**src/hw/rtl/bdc_pkg.sv**
```systemverilog
// Shared types, codes and helper functions of the backlight dimming controller.
package bdc_pkg;

  // Widths of the item fields and registers
  localparam int COUNT_W  = 16;
  localparam int TICK_W   = 16;
  localparam int LEVEL_W  = 8;
  localparam int PCT_W    = 7;
  localparam int STEP_W   = 3;
  localparam int GUI_W    = 2;
  localparam int CMD_W    = 2;
  localparam int CFG_IDX_W = 2;
  localparam int CFG_DAT_W = 16;
  localparam int PROD_W   = 2 * PCT_W;

  localparam logic [PCT_W-1:0]   PCT_MAX   = PCT_W'(100);
  localparam logic [LEVEL_W-1:0] LEVEL_RST = LEVEL_W'(50);
  localparam logic [TICK_W-1:0]  TICKS_RST = TICK_W'(1000);

  // Reciprocal of 100 scaled by 2^19, exact for products up to 100*100
  localparam int RECIP_SHIFT = 19;
  localparam int RECIP_W     = PROD_W + 13;
  localparam logic [RECIP_W-1:0] RECIP_100 = RECIP_W'(5243);

  // Reciprocal of 3 scaled by 2^9, exact for 8-bit values
  localparam int DIV3_SHIFT = 9;
  localparam int DIV3_W     = LEVEL_W + 8;
  localparam logic [DIV3_W-1:0] DIV3_RECIP = DIV3_W'(171);

  // Common width for comparing an interval against the counter's top value
  localparam int LOAD_W = (COUNT_W > TICK_W) ? COUNT_W : TICK_W;

  typedef enum logic [CMD_W-1:0] {
    CMD_TICK = 2'd0,
    CMD_SET  = 2'd1,
    CMD_ON   = 2'd2,
    CMD_OFF  = 2'd3
  } cmd_t;

  typedef enum logic [CFG_IDX_W-1:0] {
    REG_DRIVE_MODE   = 2'd0,
    REG_REDUCE_TICKS = 2'd1,
    REG_OFF_TICKS    = 2'd2,
    REG_MIN_DUTY     = 2'd3
  } cfg_reg_t;

  localparam logic [GUI_W-1:0] GUI_NONE   = 2'd0;
  localparam logic [GUI_W-1:0] GUI_LOCK   = 2'd1;
  localparam logic [GUI_W-1:0] GUI_UNLOCK = 2'd2;

  localparam logic [1:0] STAGE_CODE_OFF  = 2'd0;
  localparam logic [1:0] STAGE_CODE_FULL = 2'd1;
  localparam logic [1:0] STAGE_CODE_RED  = 2'd2;

  // Backlight stage, one-hot
  typedef enum logic [2:0] {
    STG_OFF  = 3'b001,
    STG_FULL = 3'b010,
    STG_RED  = 3'b100
  } stage_t;

  // Drive state: sink settings plus the duty kept as product and floor
  typedef struct packed {
    logic [STEP_W-1:0] sink_step;
    logic              sink_on;
    logic              pwm_down;
    logic [PROD_W-1:0] prod;
    logic [PCT_W-1:0]  m;
  } drive_t;

  // Stage as the two-bit code seen on the result channel
  function automatic logic [1:0] stage_code(input stage_t s);
    logic [1:0] c;
    case (s)
      STG_OFF:  c = STAGE_CODE_OFF;
      STG_FULL: c = STAGE_CODE_FULL;
      STG_RED:  c = STAGE_CODE_RED;
      default:  c = STAGE_CODE_OFF;
    endcase
    return c;
  endfunction

  // Divide by three: multiply by the scaled reciprocal and drop the fraction
  function automatic logic [LEVEL_W-1:0] div3(input logic [LEVEL_W-1:0] x);
    logic [DIV3_W-1:0] p;
    p = DIV3_W'(x) * DIV3_RECIP;
    return LEVEL_W'(p[DIV3_W-1:DIV3_SHIFT]);
  endfunction

  // Interval load, saturated to the counter's top value
  function automatic logic [COUNT_W-1:0] load_value(input logic [TICK_W-1:0] t);
    logic [LOAD_W-1:0] top;
    top = LOAD_W'({COUNT_W{1'b1}});
    if (LOAD_W'(t) > top) begin
      return '1;
    end
    return COUNT_W'(t);
  endfunction

endpackage

```
**src/hw/rtl/bdc_in_if.sv**
```systemverilog
// Command item channel.
interface bdc_in_if import bdc_pkg::*; ();
  logic               valid;
  logic               ready;
  logic [CMD_W-1:0]   cmd;
  logic [LEVEL_W-1:0] brightness;
  logic               unlock_gui;

  modport source (output valid, cmd, brightness, unlock_gui, input ready);
  modport sink   (input valid, cmd, brightness, unlock_gui, output ready);
endinterface

```
**src/hw/rtl/bdc_out_if.sv**
```systemverilog
// Result item channel.
interface bdc_out_if import bdc_pkg::*; ();
  logic              valid;
  logic              ready;
  logic [STEP_W-1:0] sink_step;
  logic              sink_on;
  logic [PCT_W-1:0]  pwm_duty;
  logic              pwm_down;
  logic [GUI_W-1:0]  gui_request;
  logic [1:0]        stage_now;

  modport source (output valid, sink_step, sink_on, pwm_duty, pwm_down, gui_request,
                  stage_now, input ready);
  modport sink   (input valid, sink_step, sink_on, pwm_duty, pwm_down, gui_request,
                  stage_now, output ready);
endinterface

```
**src/hw/rtl/bdc_cfg_if.sv**
```systemverilog
// Configuration write channel.
interface bdc_cfg_if import bdc_pkg::*; ();
  logic                 valid;
  logic                 ready;
  logic [CFG_IDX_W-1:0] index;
  logic [CFG_DAT_W-1:0] data;

  modport source (output valid, index, data, input ready);
  modport sink   (input valid, index, data, output ready);
endinterface

```
**src/hw/rtl/bdc_drive.sv**
```systemverilog
// Drive update: maps a brightness value and enable onto the sink and PWM settings.
module bdc_drive import bdc_pkg::*; (
  input  logic               upd,
  input  logic [LEVEL_W-1:0] v,
  input  logic               en,
  input  logic               mode,
  input  logic [PCT_W-1:0]   min_duty,
  input  drive_t             cur,
  output drive_t             nxt,
  output logic               lock
);

  logic [PCT_W-1:0] vc;
  logic [PCT_W-1:0] m;
  logic [PCT_W-1:0] span;

  // Clamp value and floor to 100
  assign vc   = (v > LEVEL_W'(PCT_MAX)) ? PCT_MAX : v[PCT_W-1:0];
  assign m    = (min_duty > PCT_MAX) ? PCT_MAX : min_duty;
  assign span = PCT_W'(PCT_MAX - m);

  always_comb begin
    nxt  = cur;
    lock = 1'b0;
    if (upd) begin
      if (!mode) begin
        // Current sink steps of 20 percent
        if (vc < PCT_W'(20))      nxt.sink_step = STEP_W'(0);
        else if (vc < PCT_W'(40)) nxt.sink_step = STEP_W'(1);
        else if (vc < PCT_W'(60)) nxt.sink_step = STEP_W'(2);
        else if (vc < PCT_W'(80)) nxt.sink_step = STEP_W'(3);
        else                      nxt.sink_step = STEP_W'(4);
        nxt.sink_on = en;
      end else begin
        // PWM drive with the sink at its top step
        nxt.sink_step = STEP_W'(4);
        nxt.sink_on   = en;
        if (!en) begin
          nxt.pwm_down = 1'b1;
          lock         = 1'b1;
        end else begin
          nxt.prod     = PROD_W'(vc) * PROD_W'(span);
          nxt.m        = m;
          nxt.pwm_down = 1'b0;
        end
      end
    end
  end

endmodule

```
**src/hw/rtl/backlight_dimming_controller_core.sv**
```systemverilog
// An accepted item passes the state registers, then the result register.
// Throughput: one item per cycle; the pipeline stalls only while a result waits.
// The state update is done at acceptance; the second stage forms the PWM duty
// with a reciprocal multiply of the stored product.
// Reset (rst_n low, synchronous): stage off, level 50, timer stopped,
// sink off, PWM down with duty 0, registers at their defaults.
module backlight_dimming_controller_core import bdc_pkg::*; (
  input logic     clk,
  input logic     rst_n,
  bdc_in_if.sink  in_ch,
  bdc_out_if.source out_ch,
  bdc_cfg_if.sink cfg_ch
);

  // Configuration registers
  logic              drive_mode_r;
  logic [TICK_W-1:0] reduce_ticks_r;
  logic [TICK_W-1:0] off_ticks_r;
  logic [PCT_W-1:0]  min_duty_r;

  // Controller state
  stage_t             stage_r, stage_nxt;
  logic [LEVEL_W-1:0] level_r, level_nxt;
  logic [COUNT_W-1:0] countdown_r, countdown_nxt;
  logic               counting_r, counting_nxt;
  drive_t             drive_r, drive_nxt;
  logic [GUI_W-1:0]   gui_r, gui_nxt;
  logic               s1_valid_r;

  // Result register
  logic              out_valid_r;
  logic [STEP_W-1:0] sink_step_r;
  logic              sink_on_r;
  logic [PCT_W-1:0]  pwm_duty_r, pwm_duty_nxt;
  logic              pwm_down_r;
  logic [GUI_W-1:0]  gui_req_r;
  logic [1:0]        stage_now_r;

  logic               adv;
  logic               in_acc;
  logic               upd;
  logic [LEVEL_W-1:0] upd_v;
  logic               upd_en;
  logic               lock;
  logic [RECIP_W-1:0] quo_full;
  logic [PCT_W:0]     duty_sum;

  // Pipeline moves unless a result is held
  assign adv          = !out_valid_r || out_ch.ready;
  assign in_ch.ready  = adv;
  assign in_acc       = in_ch.valid && adv;
  assign cfg_ch.ready = 1'b1;

  // Configuration writes
  always_ff @(posedge clk) begin
    if (!rst_n) begin
      drive_mode_r   <= 1'b0;
      reduce_ticks_r <= TICKS_RST;
      off_ticks_r    <= TICKS_RST;
      min_duty_r     <= '0;
    end else if (cfg_ch.valid) begin
      case (cfg_reg_t'(cfg_ch.index))
        REG_DRIVE_MODE:   drive_mode_r   <= cfg_ch.data[0];
        REG_REDUCE_TICKS: reduce_ticks_r <= cfg_ch.data[TICK_W-1:0];
        REG_OFF_TICKS:    off_ticks_r    <= cfg_ch.data[TICK_W-1:0];
        REG_MIN_DUTY:     min_duty_r     <= cfg_ch.data[PCT_W-1:0];
        default: ;
      endcase
    end
  end

  // Command decode: next stage, timer and drive request
  always_comb begin
    stage_nxt     = stage_r;
    level_nxt     = level_r;
    countdown_nxt = countdown_r;
    counting_nxt  = counting_r;
    upd           = 1'b0;
    upd_v         = level_r;
    upd_en        = 1'b0;
    case (cmd_t'(in_ch.cmd))
      CMD_TICK: begin
        if (counting_r) begin
          if (countdown_r <= COUNT_W'(1)) begin
            upd = 1'b1;
            if (stage_r == STG_RED) begin
              counting_nxt  = 1'b0;
              countdown_nxt = '0;
            end else begin
              stage_nxt     = STG_RED;
              upd_v         = div3(level_r);
              upd_en        = 1'b1;
              countdown_nxt = load_value(off_ticks_r);
            end
          end else begin
            countdown_nxt = COUNT_W'(countdown_r - COUNT_W'(1));
          end
        end
      end
      CMD_SET: begin
        level_nxt = in_ch.brightness;
        upd       = 1'b1;
        upd_v     = in_ch.brightness;
        case (stage_r)
          STG_FULL: upd_en = 1'b1;
          STG_RED: begin
            upd_v  = div3(in_ch.brightness);
            upd_en = 1'b1;
          end
          default: upd_en = 1'b0;
        endcase
      end
      CMD_ON: begin
        stage_nxt     = STG_FULL;
        countdown_nxt = load_value(reduce_ticks_r);
        counting_nxt  = 1'b1;
        upd           = 1'b1;
        upd_en        = 1'b1;
      end
      CMD_OFF: begin
        counting_nxt = 1'b0;
        upd          = 1'b1;
        stage_nxt    = STG_OFF;
      end
      default: ;
    endcase
  end

  bdc_drive u_drive (
    .upd      (upd),
    .v        (upd_v),
    .en       (upd_en),
    .mode     (drive_mode_r),
    .min_duty (min_duty_r),
    .cur      (drive_r),
    .nxt      (drive_nxt),
    .lock     (lock)
  );

  // GUI request of this item; unlock wins on a turn-on
  always_comb begin
    gui_nxt = lock ? GUI_LOCK : GUI_NONE;
    if (cmd_t'(in_ch.cmd) == CMD_ON && in_ch.unlock_gui) begin
      gui_nxt = GUI_UNLOCK;
    end
  end

  // State update at acceptance
  always_ff @(posedge clk) begin
    if (!rst_n) begin
      stage_r     <= STG_OFF;
      level_r     <= LEVEL_RST;
      countdown_r <= '0;
      counting_r  <= 1'b0;
      drive_r     <= '{sink_step: '0, sink_on: 1'b0, pwm_down: 1'b1, prod: '0, m: '0};
      gui_r       <= GUI_NONE;
      s1_valid_r  <= 1'b0;
    end else begin
      if (adv) begin
        s1_valid_r <= in_acc;
      end
      if (in_acc) begin
        stage_r     <= stage_nxt;
        level_r     <= level_nxt;
        countdown_r <= countdown_nxt;
        counting_r  <= counting_nxt;
        drive_r     <= drive_nxt;
        gui_r       <= gui_nxt;
      end
    end
  end

  // Duty = floor + product / 100
  assign quo_full     = RECIP_W'(drive_r.prod) * RECIP_100;
  assign duty_sum     = (PCT_W+1)'(drive_r.m) + (PCT_W+1)'(quo_full[RECIP_W-1:RECIP_SHIFT]);
  assign pwm_duty_nxt = duty_sum[PCT_W-1:0];

  // Result register
  always_ff @(posedge clk) begin
    if (!rst_n) begin
      out_valid_r <= 1'b0;
    end else if (adv) begin
      out_valid_r <= s1_valid_r;
    end
  end

  always_ff @(posedge clk) begin
    if (adv) begin
      sink_step_r <= drive_r.sink_step;
      sink_on_r   <= drive_r.sink_on;
      pwm_duty_r  <= pwm_duty_nxt;
      pwm_down_r  <= drive_r.pwm_down;
      gui_req_r   <= gui_r;
      stage_now_r <= stage_code(stage_r);
    end
  end

  assign out_ch.valid       = out_valid_r;
  assign out_ch.sink_step   = sink_step_r;
  assign out_ch.sink_on     = sink_on_r;
  assign out_ch.pwm_duty    = pwm_duty_r;
  assign out_ch.pwm_down    = pwm_down_r;
  assign out_ch.gui_request = gui_req_r;
  assign out_ch.stage_now   = stage_now_r;

endmodule

```
**src/flat_wrapper.sv**
```systemverilog
// flat-port wrapper written by rule: the top's interface ports become plain ports
module backlight_dimming_controller_core_flat import bdc_pkg::*;
  (clk, rst_n, in_ch_valid, in_ch_cmd, in_ch_brightness, in_ch_unlock_gui, in_ch_ready, out_ch_valid, out_ch_sink_step, out_ch_sink_on, out_ch_pwm_duty, out_ch_pwm_down, out_ch_gui_request, out_ch_stage_now, out_ch_ready, cfg_ch_valid, cfg_ch_index, cfg_ch_data, cfg_ch_ready);
  bdc_in_if in_ch_i ();
  bdc_out_if out_ch_i ();
  bdc_cfg_if cfg_ch_i ();
  input logic clk;
  input logic rst_n;
  input wire logic [$bits(in_ch_i.valid)-1:0] in_ch_valid;
  input wire logic [$bits(in_ch_i.cmd)-1:0] in_ch_cmd;
  input wire logic [$bits(in_ch_i.brightness)-1:0] in_ch_brightness;
  input wire logic [$bits(in_ch_i.unlock_gui)-1:0] in_ch_unlock_gui;
  output wire logic [$bits(in_ch_i.ready)-1:0] in_ch_ready;
  output wire logic [$bits(out_ch_i.valid)-1:0] out_ch_valid;
  output wire logic [$bits(out_ch_i.sink_step)-1:0] out_ch_sink_step;
  output wire logic [$bits(out_ch_i.sink_on)-1:0] out_ch_sink_on;
  output wire logic [$bits(out_ch_i.pwm_duty)-1:0] out_ch_pwm_duty;
  output wire logic [$bits(out_ch_i.pwm_down)-1:0] out_ch_pwm_down;
  output wire logic [$bits(out_ch_i.gui_request)-1:0] out_ch_gui_request;
  output wire logic [$bits(out_ch_i.stage_now)-1:0] out_ch_stage_now;
  input wire logic [$bits(out_ch_i.ready)-1:0] out_ch_ready;
  input wire logic [$bits(cfg_ch_i.valid)-1:0] cfg_ch_valid;
  input wire logic [$bits(cfg_ch_i.index)-1:0] cfg_ch_index;
  input wire logic [$bits(cfg_ch_i.data)-1:0] cfg_ch_data;
  output wire logic [$bits(cfg_ch_i.ready)-1:0] cfg_ch_ready;
  assign in_ch_i.valid = in_ch_valid;
  assign in_ch_i.cmd = in_ch_cmd;
  assign in_ch_i.brightness = in_ch_brightness;
  assign in_ch_i.unlock_gui = in_ch_unlock_gui;
  assign in_ch_ready = in_ch_i.ready;
  assign out_ch_valid = out_ch_i.valid;
  assign out_ch_sink_step = out_ch_i.sink_step;
  assign out_ch_sink_on = out_ch_i.sink_on;
  assign out_ch_pwm_duty = out_ch_i.pwm_duty;
  assign out_ch_pwm_down = out_ch_i.pwm_down;
  assign out_ch_gui_request = out_ch_i.gui_request;
  assign out_ch_stage_now = out_ch_i.stage_now;
  assign out_ch_i.ready = out_ch_ready;
  assign cfg_ch_i.valid = cfg_ch_valid;
  assign cfg_ch_i.index = cfg_ch_index;
  assign cfg_ch_i.data = cfg_ch_data;
  assign cfg_ch_ready = cfg_ch_i.ready;
  backlight_dimming_controller_core u_core (.clk(clk), .rst_n(rst_n), .in_ch(in_ch_i), .out_ch(out_ch_i), .cfg_ch(cfg_ch_i));
endmodule
```
**config.mk**
```make
export PLATFORM = sky130hd
export DESIGN_NAME = backlight_dimming_controller_core_flat
export DESIGN_NICKNAME = d
export VERILOG_FILES = /design/src/hw/rtl/bdc_pkg.sv /design/src/hw/rtl/bdc_in_if.sv /design/src/hw/rtl/bdc_out_if.sv /design/src/hw/rtl/bdc_cfg_if.sv /design/src/hw/rtl/bdc_drive.sv /design/src/hw/rtl/backlight_dimming_controller_core.sv /design/src/flat_wrapper.sv
export SDC_FILE = /design/constraint.sdc
export NUM_CORES = 1
export LEC_CHECK = 0
export BUFFER_PORTS_ARGS = -buffer_cell sky130_fd_sc_hd__buf_2
export CAP_MARGIN = 20
export CORE_ASPECT_RATIO = 1.25
export CORE_MARGIN = 10
export CORE_UTILIZATION = 55
export DETAILED_ROUTE_END_ITERATION = 8
export GPL_ROUTABILITY_DRIVEN = 0
export PLACE_DENSITY = 0.76
export SLEW_MARGIN = 25
export SYNTH_ARGS = -nofsm -noshare
export SYNTH_HDL_FRONTEND = slang
export SYNTH_SLANG_ARGS = --single-unit
```
**constraint.sdc**
```tcl
create_clock -name clk -period 23.1 [get_ports clk]
set_input_delay 2.31 -clock clk [delete_from_list [all_inputs] [get_ports clk]]
set_output_delay 2.31 -clock clk [all_outputs]
set_load 0.005 [all_outputs]
```
-- Yosys cells after proc, flatten, opt, wreduce, memory -nomap -nowiden
Index checks and enable logic that the tools add are counted.
W data, S select, Z words.
- add/sub/neg operators: 3
- multipliers: 4
- $lt $le $gt $ge: 9
- equality and inequality tests: 11
- multiplexer cells: 48
- reductions and logical operators: 21
- operators by type and width (operator ; number):
    $mux W16 ; 7
    $gt A16 B16 Y1 const B ; 2
    $mul A8 B8 Y16 const B ; 2
    $mux W8 ; 4
    $pmux W16 S2 ; 1
    $mul A14 B13 Y26 const B ; 1
    $mux W3 ; 7
    $mux W1 ; 19
    $le A16 B1 Y1 const B ; 1
    $pmux W8 S2 ; 1
    $sub A16 B1 Y16 const B ; 1
    $lt A7 B6 Y1 const B ; 2
    $mul A7 B7 Y14 ; 1
    $mux W7 ; 2
    $reduce_and A2 Y1 ; 7
    $pmux W3 S3 ; 1
    $eq A2 B2 Y1 const B ; 4
    $gt A8 B7 Y1 const B ; 1
    $add A7 B7 Y7 ; 1
    $gt A7 B7 Y1 const B ; 1
    $lt A7 B5 Y1 const B ; 1
    $lt A7 B7 Y1 const B ; 1
    $sub A7 B7 Y7 const A ; 1
    $pmux W1 S3 ; 2
    other kinds (20) ; 25
- bits in registers: 114
- bits of input ports: 34
- logic and storage cells: 118

-- Longest topological paths before layout
- word-level depth: 13
- depth in mapped cells: 33
- depth with buffers taken out: 32

-- Hierarchy
Synthesis repeated with hierarchy kept, for this count alone.
- cells, all modules: 1531
- area total of the unflattened synthesis: 13116.3 sq um
- by module, submodules not included (module ; instances ; cells an instance ; area each (sq um) ; sequential area each (sq um)):
    backlight_dimming_controller_core ; 1 ; 1234 ; 10998.0 ; 2442.3
    bdc_drive ; 1 ; 297 ; 2118.3 ; 0.0

-- Worst setup path before layout
Ideal clock, no wire load.
- path type: in2reg
- start: in in_ch_brightness[0]
- end: reg u_core.drive_r[20] in the netlist's numbering
- library setup time: 141 ps
- arrival: 9631 ps
- slack: 13328 ps
- stages: 28
- path buffers: 0
- path through: ha_1 > ha_1 > fa_1 > inv_1 > fa_1 > inv_1 > ha_1 > o21ai_0 > or2_1 > o311ai_1 > xor2_1 > a222oi_1 > o21ai_0 > nor4_4 > o21ai_1 > or2_1 > fa_1 > fa_1 > inv_1 > fa_1 > fa_1 > ha_1 > a21oi_1 > o21bai_1 > a21oi_1 > nor4b_1 > or3_1 > o311ai_0
- cells in the longest elaborated chain, start to end: 6
- ends and longest elaborated chain (item ; line ; source):
    start, declared ; flat_wrapper.sv:11 ; input wire logic [$bits(in_ch_i.brightness)-1:0] in_ch_brightness;
    $mul A8 B8 Y16 ; bdc_pkg.sv:86 ; p = DIV3_W'(x) * DIV3_RECIP;
    $mux W8 * ; backlight_dimming_controller_core.sv:104 ; case (stage_r)
    $pmux W8 S2 * ; backlight_dimming_controller_core.sv:81 ; case (cmd_t'(in_ch.cmd))
    $gt A8 B7 Y1 ; bdc_drive.sv:18 ; assign vc = (v > LEVEL_W'(PCT_MAX)) ? PCT_MAX : v[PCT_W-1:0];
    $mux W7 * ; bdc_drive.sv:18 ;
    $mul A7 B7 Y14 * ; bdc_drive.sv:42 ; nxt.prod = PROD_W'(vc) * PROD_W'(span);
    end signal, assigned ; backlight_dimming_controller_core.sv:155 ; drive_r <= '{sink_step: '0, sink_on: 1'b0, pwm_down: 1'b1, prod: '0, m: '0};
    end signal, assigned ; backlight_dimming_controller_core.sv:167 ; drive_r <= drive_nxt;
    end, declared ; backlight_dimming_controller_core.sv:26 ; drive_t drive_r, drive_nxt;
Mark *: on every way between the ends. The rest lies on a longest branch, timed or not.
A chain may end at the register's enable or synchronous reset.

-- Worst setup path after layout
Same ends and word-level chain as after synthesis.

==> metrics.yaml <==
critical_path:
  arrival_ps: 10560
  critPathRequiredTime_ps: 23340
  rr_startpoint: "u_core.level_r[2]"
  setup.worst_path.start_class: "primary input"
  critPathKind: "primary input to register"
  path_max_fanout: 7
  critPathCaptureType: "register"
  timing.rr.end: "u_core.drive_r[20]"
  timing.critical_path.from: "in_ch_brightness[0]"
  path_common_cell: "fa_1"
  r2r_setup_slack_ps: 14310
  max_stage_delay_ps: 560
  reg2reg_depth: 28
  critPathSlowestCell: "o311ai_1"
detailed_routing:
  wl_um: 28300
  drt_first_pass_iters: 5
  via_per_inst: 5.60
  drtAntennaViolNets: 0
  post_drt_wl_per_cell_um: 16.1
  drc: 0
  num_vias: 9851
  drt_iter0_markers: 751
synth:
  synthCells: 1426
  synth_edf_count: 16
  synth_seq_cells: 114
  yosysTopAreaCell: "ha_1"
  synth-async-reset-ratio_pct: 0
  yosysTopAreaCellShare_pct: 21.8
  synth_area_leaders: "ha_1 (22%), fa_1 (18%), dfxtp_1 (16%)"
  synthesis.area_sq_um: 12400
  yosysWarningCount: 0
  synth_cell_types: 83
  ys_seq_area_share_pct: 19.6
  synth_fp_nets: 1788
  synthFlopType: "dfxtp_1"
  avgSynthCellArea_sq_um: 8.72
floorplanning:
  coreArea_sq_um: 22300
  num_rows: 61
  initial_core_util_pct: 55.8
  die_h_um: 188
  dieArea_sq_um: 29100
  ios: 53
  die_w_um: 154
sta:
  worst_pin_slew_ps: 964
  period_share_pct: 44.7
  rsz0062_at_grt: "no"
  drv_slew: 0
  fmax_mhz: 96.9
  setup_viol: 0
  relSlewSlack_pct: 35.5
  fin_skew_ps: 12.7
  setup_tns_ps: 0
  post-route-min-period_ps: 10320
  hold_viol_final: 0
layout:
  layout-drive-gt1-share_pct: 7.99
  syn_to_final_growth_pct: 9.17
  multiInputGateArea_sq_um: 8970
  fin_util_pct: 60.9
  num_antenna_cells: 0
  nets: 1825
  fillers: 1905
  ff_latch_area_sq_um: 2440
  final_common_cell: "inv_1"
  final_cell_mix: "inv_1 (233), ha_1 (217), nand2_1 (148)"
cts:
  clock_path_buffers: 2
  cts.clk_slew.worst_paths_ps: 60
  numCtsBuffers: 17
  cts_hold_buf: 0
  cts-root-buf: "clkbuf_16"
  cts_sinks: 114
  cts_tree: "done"
  cts_resized: 0
  htree_levels: 4
  insertion_delay_ps: 420
  cts_setup_buffers: 0
pwr:
  ir_drop_mv: 0.0459
  power_leakage_nw: 6.94
  pwr_density_cell_nw_per_um2: 60.3
grt:
  globalRouteOverflowTotal: 0
  grtUsageTotal_pct: 19.9
  grt_pass1_wl_um: 48600
  antenna_found_initial: 0
  grt_start_max_net_pins: 55
  grt_pass1_vias: 10300
place:
  detailed_place_hpwl_um: 22400
  io_buffers: 51
status:
  outcome: "complete, no violations"
min_path:
  hold_class: "register to register"
  holdPathStages: 0
  min_to: "u_core.out_ch.gui_request[0]"
  hold_start: "u_core.gui_r[0]"
job:
  drv_cap: 0
worst max path at each step:
stage               depth (start not counted)  slack (ps)                 end
global placement                           29       12750  u_core.drive_r[20]
finish                                     29       12780  u_core.drive_r[20]
floorplan                                  28       13330  u_core.drive_r[20]
CTS                                        29       12860  u_core.drive_r[20]
detailed placement                         29       12480  u_core.drive_r[20]
global route                               29       12300  u_core.drive_r[20]
state kept, by name, indices dropped and copies added, names as in the netlist:
name	count
u_core.counting_r	1
u_core.countdown_r	16
u_core.out_ch.valid	1
u_core.off_ticks_r	16
u_core.out_ch.pwm_duty	7
u_core.s1_valid_r	1
u_core.drive_r	26
u_core.out_ch.gui_request	2
u_core.out_ch.pwm_down	1
u_core.drive_mode_r	1
u_core.stage_r	3
u_core.out_ch.sink_on	1
u_core.out_ch.stage_now	2
u_core.reduce_ticks_r	16
u_core.level_r	8
u_core.out_ch.sink_step	3
u_core.min_duty_r	7
u_core.gui_r	2
metal layers:
metal	vias to the layer above	GRT usage (%)	part of all wire, %
met4	0	6.15	2.3
met3	53	2.77	3.6
met2	229	36.7	52
met1	4705	23.1	42
met5	-	0	0
li1	4864	-	-
per-stage QoR:
step | total power, mW | setup WS, ps | instance area [sq um] | hold slack (ps) | std cells
global placement | 0.530 | 12750 | 12900 | 413 | 1727
floorplan | 0.471 | 13330 | 12400 | 408 | 1426
finish | 0.818 | 12780 | 13600 | 428 | 1759
global route | 0.880 | 12300 | 13600 | 435 | 1759
CTS | 0.821 | 12860 | 13600 | 426 | 1759
detailed placement | 0.537 | 12480 | 12900 | 423 | 1727
worst max-delay path: cells and delay by family:
kind	cells	cell delay [ps]
XOR/XNOR	1	130
AND/OR/NAND/NOR	5	1350
AO/OA/AOI/OAI	9	2090
adder cells (fa/ha/maj)	10	4360
buffers and inverters	4	290
report_power, final:
group          total (mW)  internal (mW)  switching [mW]
Combinational       0.321          0.135           0.186
Sequential          0.218          0.210         0.00839
Clock               0.279          0.183          0.0968
Yosys cell counts (3+ instances only):
cell,count
nor4b_1,4
xnor2_1,31
o21bai_1,9
or3_1,5
a21o_1,13
xor2_1,10
a21oi_1,97
mux2i_1,15
nand3b_1,4
o21ai_1,3
nor3b_1,3
a221oi_1,11
dfxtp_1,98
nand3_1,41
inv_1,233
a211oi_1,5
a31oi_1,17
or2_2,7
o31a_1,3
o22ai_1,6
nand4_1,7
fa_1,111
and2_1,6
nor2b_1,8
edfxtp_1,16
clkbuf_1,35
and3_1,6
nor2_1,109
nand2b_1,9
or2_1,8
o31ai_1,3
ha_1,217
o21a_1,4
nor3_1,20
nor4_4,3
o211ai_1,8
o21ai_0,37
nand2_1,148
logic make-up (layout without fill, tap and decap cells):
family | Yosys count | count (layout) | share of synthesized area [%]
adder cells (fa/ha/maj) | 329 | 329 | 39.8
flip-flops | 114 | 114 | 19.6
XOR/XNOR | 41 | 41 | 2.89
other | 1 | 1 | 0.0302
AO/OA/AOI/OAI | 251 | 251 | 12.8
multiplexers | 16 | 16 | 1.30
AND/OR/NAND/NOR | 400 | 400 | 15.1
buffers and inverters | 274 | 324 | 8.36
final cells by class:
class | count | share of cell area, %
clock buffer | 21 | 3.56
timing repair buffer | 56 | 2.16
multi-input combinational | 1038 | 66.1
inverter | 236 | 6.53
tap | 283 | 2.61
sequential | 114 | 18.0
clock inverter | 11 | 1.09
(Power assumes the default switching activity.)
